**src/rtl/core/clcd_pkg.sv**
```systemverilog
// ---------------------------------------------------------------------------
// clcd_pkg: shared types and constants for the 4-bit character LCD sequencer
// Request codes, register map, reset timings and the init command table.
// ---------------------------------------------------------------------------
package clcd_pkg;

    // request codes on the input channel
    typedef enum logic [1:0] {
        OP_TICK = 2'd0,
        OP_CMD  = 2'd1,
        OP_DATA = 2'd2,
        OP_POS  = 2'd3
    } t_op;

    // register map
    localparam int CFG_IDX_W  = 3;
    localparam int CFG_DATA_W = 16;

    localparam logic [CFG_IDX_W-1:0] REG_EN_HIGH  = 3'd0;
    localparam logic [CFG_IDX_W-1:0] REG_GAP      = 3'd1;
    localparam logic [CFG_IDX_W-1:0] REG_POWER_ON = 3'd2;
    localparam logic [CFG_IDX_W-1:0] REG_STEP     = 3'd3;
    localparam logic [CFG_IDX_W-1:0] REG_CLEAR    = 3'd4;
    localparam logic [CFG_IDX_W-1:0] REG_LEAD     = 3'd5;
    localparam logic [CFG_IDX_W-1:0] REG_TRAIL    = 3'd6;

    // timing values after reset
    localparam logic [7:0]  RST_EN_HIGH  = 8'd3;
    localparam logic [9:0]  RST_GAP      = 10'd50;
    localparam logic [15:0] RST_POWER_ON = 16'd20000;
    localparam logic [15:0] RST_STEP     = 16'd10000;
    localparam logic [15:0] RST_CLEAR    = 16'd10000;
    localparam logic [9:0]  RST_LEAD     = 10'd500;
    localparam logic [9:0]  RST_TRAIL    = 10'd50;

    // LCD command bytes and init nibbles
    localparam logic [7:0] CMD_FUNC_SET  = 8'h28;
    localparam logic [7:0] CMD_DISP_ON   = 8'h0C;
    localparam logic [7:0] CMD_ENTRY     = 8'h06;
    localparam logic [7:0] CMD_CLEAR     = 8'h01;
    localparam logic [7:0] ADDR_LINE0    = 8'h80;
    localparam logic [7:0] ADDR_LINE1    = 8'hC0;
    localparam logic [3:0] NIB_WAKE      = 4'h3;
    localparam logic [3:0] NIB_FOUR_BIT  = 4'h2;

    // init_index values
    localparam logic [3:0] INIT_FIRST_BYTE = 4'd4;
    localparam logic [3:0] INIT_LAST_NIB   = 4'd3;
    localparam logic [3:0] INIT_LAST_BYTE  = 4'd7;
    localparam logic [3:0] INIT_DONE       = 4'd8;

    // timing registers as one bundle
    typedef struct packed {
        logic [7:0]  en_high;
        logic [9:0]  gap;
        logic [15:0] power_on;
        logic [15:0] step;
        logic [15:0] clear;
        logic [9:0]  lead;
        logic [9:0]  trail;
    } t_cfg;

    // init command table
    function automatic logic [7:0] init_byte(input logic [1:0] idx);
        logic [7:0] b;
        case (idx)
            2'd0:    b = CMD_FUNC_SET;
            2'd1:    b = CMD_DISP_ON;
            2'd2:    b = CMD_ENTRY;
            default: b = CMD_CLEAR;
        endcase
        return b;
    endfunction

endpackage

```
**src/rtl/core/clcd_in_if.sv**
```systemverilog
// ---------------------------------------------------------------------------
// clcd_in_if: request channel of the LCD sequencer
// Valid/ready handshake carrying one request or tick per transfer.
// ---------------------------------------------------------------------------
interface clcd_in_if;
    logic       valid;
    logic       ready;
    logic [1:0] operation;
    logic [7:0] value;
    logic       row;
    logic [5:0] col;

    modport source (output valid, operation, value, row, col, input ready);
    modport sink   (input valid, operation, value, row, col, output ready);
endinterface

```
**src/rtl/core/clcd_out_if.sv**
```systemverilog
// ---------------------------------------------------------------------------
// clcd_out_if: result channel of the LCD sequencer
// Valid/ready handshake carrying the pin levels and status after each item.
// ---------------------------------------------------------------------------
interface clcd_out_if;
    logic       valid;
    logic       ready;
    logic       reg_select;
    logic       enable;
    logic [3:0] bus_nibble;
    logic       busy_res;
    logic       accepted;

    modport source (output valid, reg_select, enable, bus_nibble, busy_res, accepted,
                    input ready);
    modport sink   (input valid, reg_select, enable, bus_nibble, busy_res, accepted,
                    output ready);
endinterface

```
**src/rtl/core/clcd_cfg_regs.sv**
```systemverilog
// ---------------------------------------------------------------------------
// clcd_cfg_regs: timing register file
// Write-only registers, masked to their widths; unknown indexes are dropped.
// ---------------------------------------------------------------------------
module clcd_cfg_regs (
    input  logic                             i_clk,
    input  logic                             i_rst_n,
    input  logic                             i_cfg_we,
    input  logic [clcd_pkg::CFG_IDX_W-1:0]   i_cfg_idx,
    input  logic [clcd_pkg::CFG_DATA_W-1:0]  i_cfg_data,
    output clcd_pkg::t_cfg                   o_cfg
);

    clcd_pkg::t_cfg r_cfg;

    // register writes
    always_ff @(posedge i_clk) begin
        if (!i_rst_n) begin
            r_cfg.en_high  <= clcd_pkg::RST_EN_HIGH;
            r_cfg.gap      <= clcd_pkg::RST_GAP;
            r_cfg.power_on <= clcd_pkg::RST_POWER_ON;
            r_cfg.step     <= clcd_pkg::RST_STEP;
            r_cfg.clear    <= clcd_pkg::RST_CLEAR;
            r_cfg.lead     <= clcd_pkg::RST_LEAD;
            r_cfg.trail    <= clcd_pkg::RST_TRAIL;
        end else if (i_cfg_we) begin
            case (i_cfg_idx)
                clcd_pkg::REG_EN_HIGH:  r_cfg.en_high  <= i_cfg_data[7:0];
                clcd_pkg::REG_GAP:      r_cfg.gap      <= i_cfg_data[9:0];
                clcd_pkg::REG_POWER_ON: r_cfg.power_on <= i_cfg_data;
                clcd_pkg::REG_STEP:     r_cfg.step     <= i_cfg_data;
                clcd_pkg::REG_CLEAR:    r_cfg.clear    <= i_cfg_data;
                clcd_pkg::REG_LEAD:     r_cfg.lead     <= i_cfg_data[9:0];
                clcd_pkg::REG_TRAIL:    r_cfg.trail    <= i_cfg_data[9:0];
                default: begin
                end
            endcase
        end
    end

    assign o_cfg = r_cfg;

endmodule

```
**src/rtl/core/char_lcd_4bit_sequencer_unit.sv**
```systemverilog
// Output: each item's result is registered and is valid in the cycle after its transfer.
// Throughput: one item per cycle unless o_rsp stalls; the sequencer state and
// result register update in the same edge, and a new item is taken while the result is taken.
// Reset: synchronous, active low; the power-on wait starts at reset with
// default timings, and the result register empties.
// ---------------------------------------------------------------------------
// char_lcd_4bit_sequencer_unit: 4-bit character LCD sequencer
// Runs the power-on init, then sends command, data and position bytes as
// nibble pairs with enable pulses, timed by tick items.
// ---------------------------------------------------------------------------
module char_lcd_4bit_sequencer_unit (
    input  logic                             i_clk,
    input  logic                             i_rst_n,
    clcd_in_if.sink                          i_req,
    clcd_out_if.source                       o_rsp,
    input  logic                             i_cfg_we,
    input  logic [clcd_pkg::CFG_IDX_W-1:0]   i_cfg_idx,
    input  logic [clcd_pkg::CFG_DATA_W-1:0]  i_cfg_data
);

    typedef enum logic [2:0] {
        PH_POWER, PH_EN_HIGH, PH_GAP, PH_STEP, PH_CLEAR, PH_LEAD, PH_TRAIL, PH_IDLE
    } t_phase;

    clcd_pkg::t_cfg cfg;

    clcd_cfg_regs u_cfg (
        .i_clk      (i_clk),
        .i_rst_n    (i_rst_n),
        .i_cfg_we   (i_cfg_we),
        .i_cfg_idx  (i_cfg_idx),
        .i_cfg_data (i_cfg_data),
        .o_cfg      (cfg)
    );

    // sequencer state
    t_phase      r_phase,   n_phase;
    logic [3:0]  r_init,    n_init;
    logic [15:0] r_tick,    n_tick;
    logic [7:0]  r_pend,    n_pend;
    logic        r_low,     n_low;
    logic        r_rs,      n_rs;
    logic [3:0]  r_nib,     n_nib;
    logic        r_trail,   n_trail;
    logic        n_acc;

    // result register
    logic        r_out_valid;
    logic        r_out_rs, r_out_en, r_out_busy, r_out_acc;
    logic [3:0]  r_out_nib;

    logic        take;
    logic [15:0] dur_raw, dur;
    logic        ph_end;
    logic [3:0]  init_inc;
    logic [7:0]  init_next;
    logic [7:0]  pos_addr;

    assign i_req.ready = !r_out_valid || o_rsp.ready;
    assign take        = i_req.valid && i_req.ready;

    // duration of the running phase; zero acts as one
    always_comb begin
        case (r_phase)
            PH_POWER:   dur_raw = cfg.power_on;
            PH_EN_HIGH: dur_raw = {8'd0, cfg.en_high};
            PH_GAP:     dur_raw = {6'd0, cfg.gap};
            PH_STEP:    dur_raw = cfg.step;
            PH_CLEAR:   dur_raw = cfg.clear;
            PH_LEAD:    dur_raw = {6'd0, cfg.lead};
            PH_TRAIL:   dur_raw = {6'd0, cfg.trail};
            default:    dur_raw = 16'd1;
        endcase
        dur = (dur_raw == 16'd0) ? 16'd1 : dur_raw;
    end

    assign ph_end    = ({1'b0, r_tick} + 17'd1) >= {1'b0, dur};
    assign init_inc  = r_init + 4'd1;
    assign init_next = clcd_pkg::init_byte(init_inc[1:0]);
    assign pos_addr  = (i_req.row ? clcd_pkg::ADDR_LINE1 : clcd_pkg::ADDR_LINE0)
                       + {2'b00, i_req.col};

    // next state for one item
    always_comb begin
        n_phase = r_phase;
        n_init  = r_init;
        n_tick  = r_tick;
        n_pend  = r_pend;
        n_low   = r_low;
        n_rs    = r_rs;
        n_nib   = r_nib;
        n_trail = r_trail;
        n_acc   = 1'b0;

        if (i_req.operation == clcd_pkg::OP_TICK) begin
            if (r_phase != PH_IDLE) begin
                if (!ph_end) begin
                    n_tick = r_tick + 16'd1;
                end else begin
                    n_tick = 16'd0;
                    case (r_phase)
                        PH_POWER: begin
                            n_init  = 4'd0;
                            n_nib   = clcd_pkg::NIB_WAKE;
                            n_phase = PH_EN_HIGH;
                        end
                        PH_EN_HIGH: begin
                            n_phase = PH_GAP;
                        end
                        PH_GAP: begin
                            if (r_init < clcd_pkg::INIT_FIRST_BYTE) begin
                                n_phase = PH_STEP;
                            end else if (r_low) begin
                                // second half of the byte
                                n_low   = 1'b0;
                                n_nib   = r_pend[3:0];
                                n_phase = PH_EN_HIGH;
                            end else if (r_init >= clcd_pkg::INIT_FIRST_BYTE &&
                                         r_init <= clcd_pkg::INIT_LAST_BYTE) begin
                                // init command chain
                                if (r_init == clcd_pkg::INIT_LAST_BYTE) begin
                                    n_phase = PH_CLEAR;
                                end else begin
                                    n_init  = init_inc;
                                    n_pend  = init_next;
                                    n_low   = 1'b1;
                                    n_nib   = init_next[7:4];
                                    n_phase = PH_EN_HIGH;
                                end
                            end else if (r_trail) begin
                                if (cfg.trail == 10'd0) begin
                                    n_phase = PH_IDLE;
                                    n_rs    = 1'b0;
                                    n_trail = 1'b0;
                                end else begin
                                    n_phase = PH_TRAIL;
                                end
                            end else if (!r_rs && r_pend == clcd_pkg::CMD_CLEAR) begin
                                n_phase = PH_CLEAR;
                            end else begin
                                n_phase = PH_IDLE;
                                n_rs    = 1'b0;
                                n_trail = 1'b0;
                            end
                        end
                        PH_STEP: begin
                            n_init = init_inc;
                            if (init_inc >= clcd_pkg::INIT_FIRST_BYTE) begin
                                n_pend = clcd_pkg::CMD_FUNC_SET;
                                n_low  = 1'b1;
                                n_nib  = clcd_pkg::CMD_FUNC_SET[7:4];
                            end else begin
                                n_nib = (init_inc == clcd_pkg::INIT_LAST_NIB) ?
                                        clcd_pkg::NIB_FOUR_BIT : clcd_pkg::NIB_WAKE;
                            end
                            n_phase = PH_EN_HIGH;
                        end
                        PH_LEAD: begin
                            n_low   = 1'b1;
                            n_nib   = r_pend[7:4];
                            n_phase = PH_EN_HIGH;
                        end
                        PH_CLEAR: begin
                            n_init  = clcd_pkg::INIT_DONE;
                            n_phase = PH_IDLE;
                            n_rs    = 1'b0;
                            n_trail = 1'b0;
                        end
                        default: begin
                            n_phase = PH_IDLE;
                            n_rs    = 1'b0;
                            n_trail = 1'b0;
                        end
                    endcase
                end
            end
        end else if (r_phase == PH_IDLE) begin
            // request taken while idle
            n_acc   = 1'b1;
            n_tick  = 16'd0;
            n_rs    = (i_req.operation == clcd_pkg::OP_DATA);
            n_trail = (i_req.operation == clcd_pkg::OP_POS);
            if (i_req.operation == clcd_pkg::OP_POS) begin
                n_pend = pos_addr;
                if (cfg.lead == 10'd0) begin
                    n_low   = 1'b1;
                    n_nib   = pos_addr[7:4];
                    n_phase = PH_EN_HIGH;
                end else begin
                    n_phase = PH_LEAD;
                end
            end else begin
                n_pend  = i_req.value;
                n_low   = 1'b1;
                n_nib   = i_req.value[7:4];
                n_phase = PH_EN_HIGH;
            end
        end
    end

    // state and result registers
    always_ff @(posedge i_clk) begin
        if (!i_rst_n) begin
            r_phase     <= PH_POWER;
            r_init      <= 4'd0;
            r_tick      <= 16'd0;
            r_pend      <= 8'd0;
            r_low       <= 1'b0;
            r_rs        <= 1'b0;
            r_nib       <= 4'd0;
            r_trail     <= 1'b0;
            r_out_valid <= 1'b0;
        end else begin
            if (take) begin
                r_phase    <= n_phase;
                r_init     <= n_init;
                r_tick     <= n_tick;
                r_pend     <= n_pend;
                r_low      <= n_low;
                r_rs       <= n_rs;
                r_nib      <= n_nib;
                r_trail    <= n_trail;
                // result payload, loaded on each transfer in
                r_out_rs   <= n_rs;
                r_out_en   <= (n_phase == PH_EN_HIGH);
                r_out_nib  <= n_nib;
                r_out_busy <= (n_phase != PH_IDLE);
                r_out_acc  <= n_acc;
            end
            if (take) begin
                r_out_valid <= 1'b1;
            end else if (o_rsp.ready) begin
                r_out_valid <= 1'b0;
            end
        end
    end

    assign o_rsp.valid      = r_out_valid;
    assign o_rsp.reg_select = r_out_rs;
    assign o_rsp.enable     = r_out_en;
    assign o_rsp.bus_nibble = r_out_nib;
    assign o_rsp.busy_res   = r_out_busy;
    assign o_rsp.accepted   = r_out_acc;

endmodule

```
**src/flat_wrapper.sv**
```systemverilog
// flat-port wrapper written by rule: the top's interface ports become plain ports
module char_lcd_4bit_sequencer_unit_flat 
  (i_clk, i_rst_n, i_cfg_we, i_cfg_idx, i_cfg_data, i_req_valid, i_req_operation, i_req_value, i_req_row, i_req_col, i_req_ready, o_rsp_valid, o_rsp_reg_select, o_rsp_enable, o_rsp_bus_nibble, o_rsp_busy_res, o_rsp_accepted, o_rsp_ready);
  clcd_in_if i_req_i ();
  clcd_out_if o_rsp_i ();
  input  logic i_clk;
  input  logic i_rst_n;
  input  logic i_cfg_we;
  input  logic [clcd_pkg::CFG_IDX_W-1:0] i_cfg_idx;
  input  logic [clcd_pkg::CFG_DATA_W-1:0] i_cfg_data;
  input wire logic [$bits(i_req_i.valid)-1:0] i_req_valid;
  input wire logic [$bits(i_req_i.operation)-1:0] i_req_operation;
  input wire logic [$bits(i_req_i.value)-1:0] i_req_value;
  input wire logic [$bits(i_req_i.row)-1:0] i_req_row;
  input wire logic [$bits(i_req_i.col)-1:0] i_req_col;
  output wire logic [$bits(i_req_i.ready)-1:0] i_req_ready;
  output wire logic [$bits(o_rsp_i.valid)-1:0] o_rsp_valid;
  output wire logic [$bits(o_rsp_i.reg_select)-1:0] o_rsp_reg_select;
  output wire logic [$bits(o_rsp_i.enable)-1:0] o_rsp_enable;
  output wire logic [$bits(o_rsp_i.bus_nibble)-1:0] o_rsp_bus_nibble;
  output wire logic [$bits(o_rsp_i.busy_res)-1:0] o_rsp_busy_res;
  output wire logic [$bits(o_rsp_i.accepted)-1:0] o_rsp_accepted;
  input wire logic [$bits(o_rsp_i.ready)-1:0] o_rsp_ready;
  assign i_req_i.valid = i_req_valid;
  assign i_req_i.operation = i_req_operation;
  assign i_req_i.value = i_req_value;
  assign i_req_i.row = i_req_row;
  assign i_req_i.col = i_req_col;
  assign i_req_ready = i_req_i.ready;
  assign o_rsp_valid = o_rsp_i.valid;
  assign o_rsp_reg_select = o_rsp_i.reg_select;
  assign o_rsp_enable = o_rsp_i.enable;
  assign o_rsp_bus_nibble = o_rsp_i.bus_nibble;
  assign o_rsp_busy_res = o_rsp_i.busy_res;
  assign o_rsp_accepted = o_rsp_i.accepted;
  assign o_rsp_i.ready = o_rsp_ready;
  char_lcd_4bit_sequencer_unit u_core (.i_clk(i_clk), .i_rst_n(i_rst_n), .i_req(i_req_i), .o_rsp(o_rsp_i), .i_cfg_we(i_cfg_we), .i_cfg_idx(i_cfg_idx), .i_cfg_data(i_cfg_data));
endmodule
```
**config.mk**
```make
export PLATFORM = sky130hd
export DESIGN_NAME = char_lcd_4bit_sequencer_unit_flat
export DESIGN_NICKNAME = d
export VERILOG_FILES = /design/src/rtl/core/clcd_pkg.sv /design/src/rtl/core/clcd_in_if.sv /design/src/rtl/core/clcd_out_if.sv /design/src/rtl/core/clcd_cfg_regs.sv /design/src/rtl/core/char_lcd_4bit_sequencer_unit.sv /design/src/flat_wrapper.sv
export SDC_FILE = /design/constraint.sdc
export NUM_CORES = 1
export LEC_CHECK = 0
export BUFFER_PORTS_ARGS = -buffer_cell sky130_fd_sc_hd__buf_2
export CAP_MARGIN = 40
export CORE_MARGIN = 8
export CORE_UTILIZATION = 30
export CTS_CLUSTER_SIZE = 24
export DETAILED_ROUTE_END_ITERATION = 10
export HOLD_SLACK_MARGIN = 0.12
export SYNTH_ARGS = -nofsm -noshare
export SYNTH_HDL_FRONTEND = slang
export SYNTH_SLANG_ARGS = --single-unit
```
**constraint.sdc**
```tcl
create_clock -name i_clk -period 3.1 [get_ports i_clk]
set_input_delay 0.465 -clock i_clk [delete_from_list [all_inputs] [get_ports i_clk]]
set_output_delay 0.465 -clock i_clk [all_outputs]
set_load 0.005 [all_outputs]
```
==> implementation parameters <==
Parameter                              Value

Timing
  Count of endpoints failing setup in the final report    45
  Setup tns final    -10.29 ns
  Pin slew with the least headroom to its limit    0.879 ns
  Final Max Slew Viols    0
  Tcrit/Tclk final    112%
  Setup WS post-layout    -0.359 ns
  Clock period minus worst slack    3.46 ns
  Top achievable clock speed    289 MHz
  WHS    0.281 ns
  Final hold violations    0
  Worst clock skew on the final layout    0.0104 ns
  Worst slew slack as a fraction of its limit    41.4%
  Unrepaired setup endpoints after global routing    yes

Clocking
  # H-tree levels    4
  TritonCTS clock tree    built
  Clock Root Buffer    sky130_fd_sc_hd__clkbuf_16
  Clock tree sinks    133
  Clock-pin slew of the registers on the worst-case setup and hold paths    0.06 ns
  Skew-Pair Late Insertion Delay    0.43 ns
  Total CTS buffers    17
  Buffer levels on the longest clock path    2

Worst setup path
  Critical Path AT    3.64 ns
  Start-to-end type of the worst setup path    flop to flop
  Critical path peak fanout    7
  R2R depth    17
  Cell chain of the critical path    bufbuf_16 -> buf_4 -> mux2i_1 -> o21ai_0 -> o21ai_1 -> nand3_2 -> o31ai_2 -> ha_1 -> nor2b_1 -> o21ai_1 -> o211ai_1 -> buf_4 -> a31oi_4 -> buf_6 -> buf_6 -> a21oi_4 -> nand2_1
  Standard cell with the maximum stage delay on the critical path    sky130_fd_sc_hd__dfxtp_4
  Largest stage delay, worst path    0.43 ns
  Crit path required time    3.28 ns
  Nature of the critical path startpoint    flop
  Kind of end point of the critical path    flop

Detailed routing
  First-pass DRT Iterations    5
  Vias after detailed routing    7,449
  DR DRC count    0
  Final ANT Viol Nets    0
  Wirelength per Cell    17.6 um
  Via-per-instance ratio    5.27
  Final routed wirelength across all metal layers    24.9 mm
  DRT iter0 DRCs    674

Hold path
  Path class of the lowest-slack min-delay path    input port to flop
  Hold path depth    3

Global routing
  First-pass GRT wire length    38.9 mm
  Number of antenna violations at the first check in global routing    0
  GR Util All Layers    16.9%
  Pin count of the biggest net entering global routing    71
  Number of global-route vias before repair    7,162
  Total gr overflow    0

Logic synthesis
  Warnings, synthesis    0
  Synthesized cell area    0.00727 mm2
  Cell count after synthesis    932
  Async set-reset flop share out of synthesis    0%
  Synth area leader    sky130_fd_sc_hd__dfxtp_1
  Most instantiated library cell after synthesis    sky130_fd_sc_hd__nand2_1
  Flip-flop and latch count after synthesis    133
  Syn Area/Cell    7.80 um2
  Sequential area share after synthesis    37.7%
  Synth top cells by count    sky130_fd_sc_hd__nand2_1 (222), sky130_fd_sc_hd__dfxtp_1 (125), sky130_fd_sc_hd__a21oi_1 (110)
  Number of enable flip-flop cells after synthesis    8
  Yosys top cell area share    34.4%
  Synth Flop Type    sky130_fd_sc_hd__dfxtp_1
  Biggest area contributors in the synthesized netlist    sky130_fd_sc_hd__dfxtp_1 (34%), sky130_fd_sc_hd__nand2_1 (11%), sky130_fd_sc_hd__a21oi_1 (7.6%)
  Total nets after synthesis    996
  Unique cell type count in the Yosys netlist    75

Floorplan
  Starting utilization of the core area    30.2%
  Top Ports    51
  Die area    0.0295 mm2
  X dimension of the die    172 um
  Die Y-Extent    172 um
  Cell Rows    57
  Core box area    0.0240 mm2

Run
  # Max-Cap Violations    0

Final layout
  Layout Utilization    41.1%
  Growth of design area from synthesis to finish    36.0%
  Number of antenna cells inserted    0
  Filler instances    2,376
  Share of cells above drive strength 1    29.5%
  Number of nets in the finished design    1,142

Run status
  Violated checks    setup timing
  Outcome    complete, but fails checks

Pwr
  Power Density    419 mW/mm2
  Leak    0.00400 uW
  Maximum vdd ir drop    0.343 mV

Placed design
  Number of input and output port buffers inserted    50
  Dpl hpwl    17.3 mm
  Post-Place Setup Slack    -0.605 ns
  Routability Congestion    0.917
-- path summary, 6_finish.rpt --
kind                                                   end                    from  slack, ns
worst min register to register      u_core.u_cfg.o_cfg[20]  u_core.u_cfg.o_cfg[20]       0.46
worst min-delay path                u_core.u_cfg.o_cfg[66]          i_cfg_data[14]       0.28
worst max register to register  u_core.o_rsp.bus_nibble[1]       u_core.r_phase[1]      -0.36
worst max-delay path            u_core.o_rsp.bus_nibble[1]       u_core.r_phase[1]      -0.36
-- flip-flops by register name, indices dropped and copies added (netlist names), 3 cells and up --
signal,count
u_core.r_pend,8
u_core.r_nib,4
u_core.o_rsp.bus_nibble,4
u_core.u_cfg.o_cfg,86
u_core.r_phase,3
u_core.r_tick,16
u_core.r_init,4
-- per-layer routing --
metal	routed length (um)	track usage [%]
met5	0	0
met4	674	6.24
met3	1830	4.22
met2	11500	26.9
met1	10900	21.8
-- critical path, delay by kind of cell, from the launching register on --
family / cells / cell delay (ns)
mux: 1 / 0.19
compound gates: 7 / 1.17
fa+ha+maj: 1 / 0.26
simple gates: 3 / 0.31
buf+inv: 5 / 0.85
flops: 1 / 0.43
-- final cells by class --
cell class	instances	area, um2	share of cell area (%)
Clock buffer	23	510	5.17
Clock inverter	7	68.8	0.696
Inverter	17	63.8	0.646
Multi-Input combinational cell	726	4690	47.4
Sequential cell	133	2750	27.9
Tap cell	324	405	4.10
Timing Repair Buffer	183	1390	14.1
-- kinds of logic (layout without fill, tap and decap cells) --
kind of cell	after synthesis	count (layout)	share of synthesized area, %
buffers and inverters	74	230	4.48
flip-flops	133	133	37.7
adder cells (fa/ha/maj)	23	23	3.96
AO/OA/AOI/OAI	255	256	22.6
AND/OR/NAND/NOR	407	407	25.8
XOR/XNOR	17	17	2.05
multiplexers	23	23	3.36
-- report_power, final --
part	internal [uW]	total (uW)	switching, uW	leakage, uW
Clock	1230	2010	780	0.000281
Sequential	1770	1800	32.5	0.00109
Combinational	126	331	206	0.00263
Total	3120	4140	1020	0.00400
-- through the flow --
stage,std cells,cell area (um2),total power (uW)
final,1413,9880,4140
after global routing,1413,9880,4280
after CTS,1407,9650,4150
after detailed placement,1365,8670,2140
after global placement,1365,8670,2140
after floorplan,932,7400,2000
-- placed cells by master, fill, tap and decap left out, types with 4 or more instances in the layout --
cell and instances:
sky130_fd_sc_hd__a211oi_1 4, sky130_fd_sc_hd__a21o_1 5, sky130_fd_sc_hd__a21oi_1 92, sky130_fd_sc_hd__a21oi_2 19, sky130_fd_sc_hd__a221oi_2 9, sky130_fd_sc_hd__a22o_1 16, sky130_fd_sc_hd__a22oi_1 7, sky130_fd_sc_hd__a31oi_1 6
sky130_fd_sc_hd__and3_1 4, sky130_fd_sc_hd__buf_12 5, sky130_fd_sc_hd__buf_2 50, sky130_fd_sc_hd__buf_4 112, sky130_fd_sc_hd__buf_6 15, sky130_fd_sc_hd__clkbuf_16 19, sky130_fd_sc_hd__dfxtp_1 121, sky130_fd_sc_hd__edfxtp_1 8
sky130_fd_sc_hd__ha_1 22, sky130_fd_sc_hd__inv_1 13, sky130_fd_sc_hd__mux2_2 6, sky130_fd_sc_hd__mux2_4 5, sky130_fd_sc_hd__mux2i_1 11, sky130_fd_sc_hd__nand2_1 218, sky130_fd_sc_hd__nand2b_1 8, sky130_fd_sc_hd__nand3_1 50
sky130_fd_sc_hd__nand3_2 5, sky130_fd_sc_hd__nand3_4 5, sky130_fd_sc_hd__nand4_1 8, sky130_fd_sc_hd__nor2_1 46, sky130_fd_sc_hd__nor2_4 4, sky130_fd_sc_hd__nor2b_1 11, sky130_fd_sc_hd__nor3_1 8, sky130_fd_sc_hd__nor3b_1 4
sky130_fd_sc_hd__o211ai_1 6, sky130_fd_sc_hd__o21ai_0 21, sky130_fd_sc_hd__o21ai_1 13, sky130_fd_sc_hd__o31ai_1 4, sky130_fd_sc_hd__o31ai_2 4, sky130_fd_sc_hd__or4_1 4, sky130_fd_sc_hd__xnor2_1 11, sky130_fd_sc_hd__xor2_1 6
-- timing repair --
| item | 4_1_cts | 5_1_grt |
|---|---|---|
| hold endpoints to repair | 0 | 0 |
| endpoints found under the setup margin | 45 | 45 |
| buffers inserted | 10 | 6 |
| pin swaps | 19 | 26 |
| hold buffers | 0 | 0 |
| cloned | 2 | 0 |
| resized for setup | 66 | 41 |
Note: power is estimated with default switching activity, not from simulation.
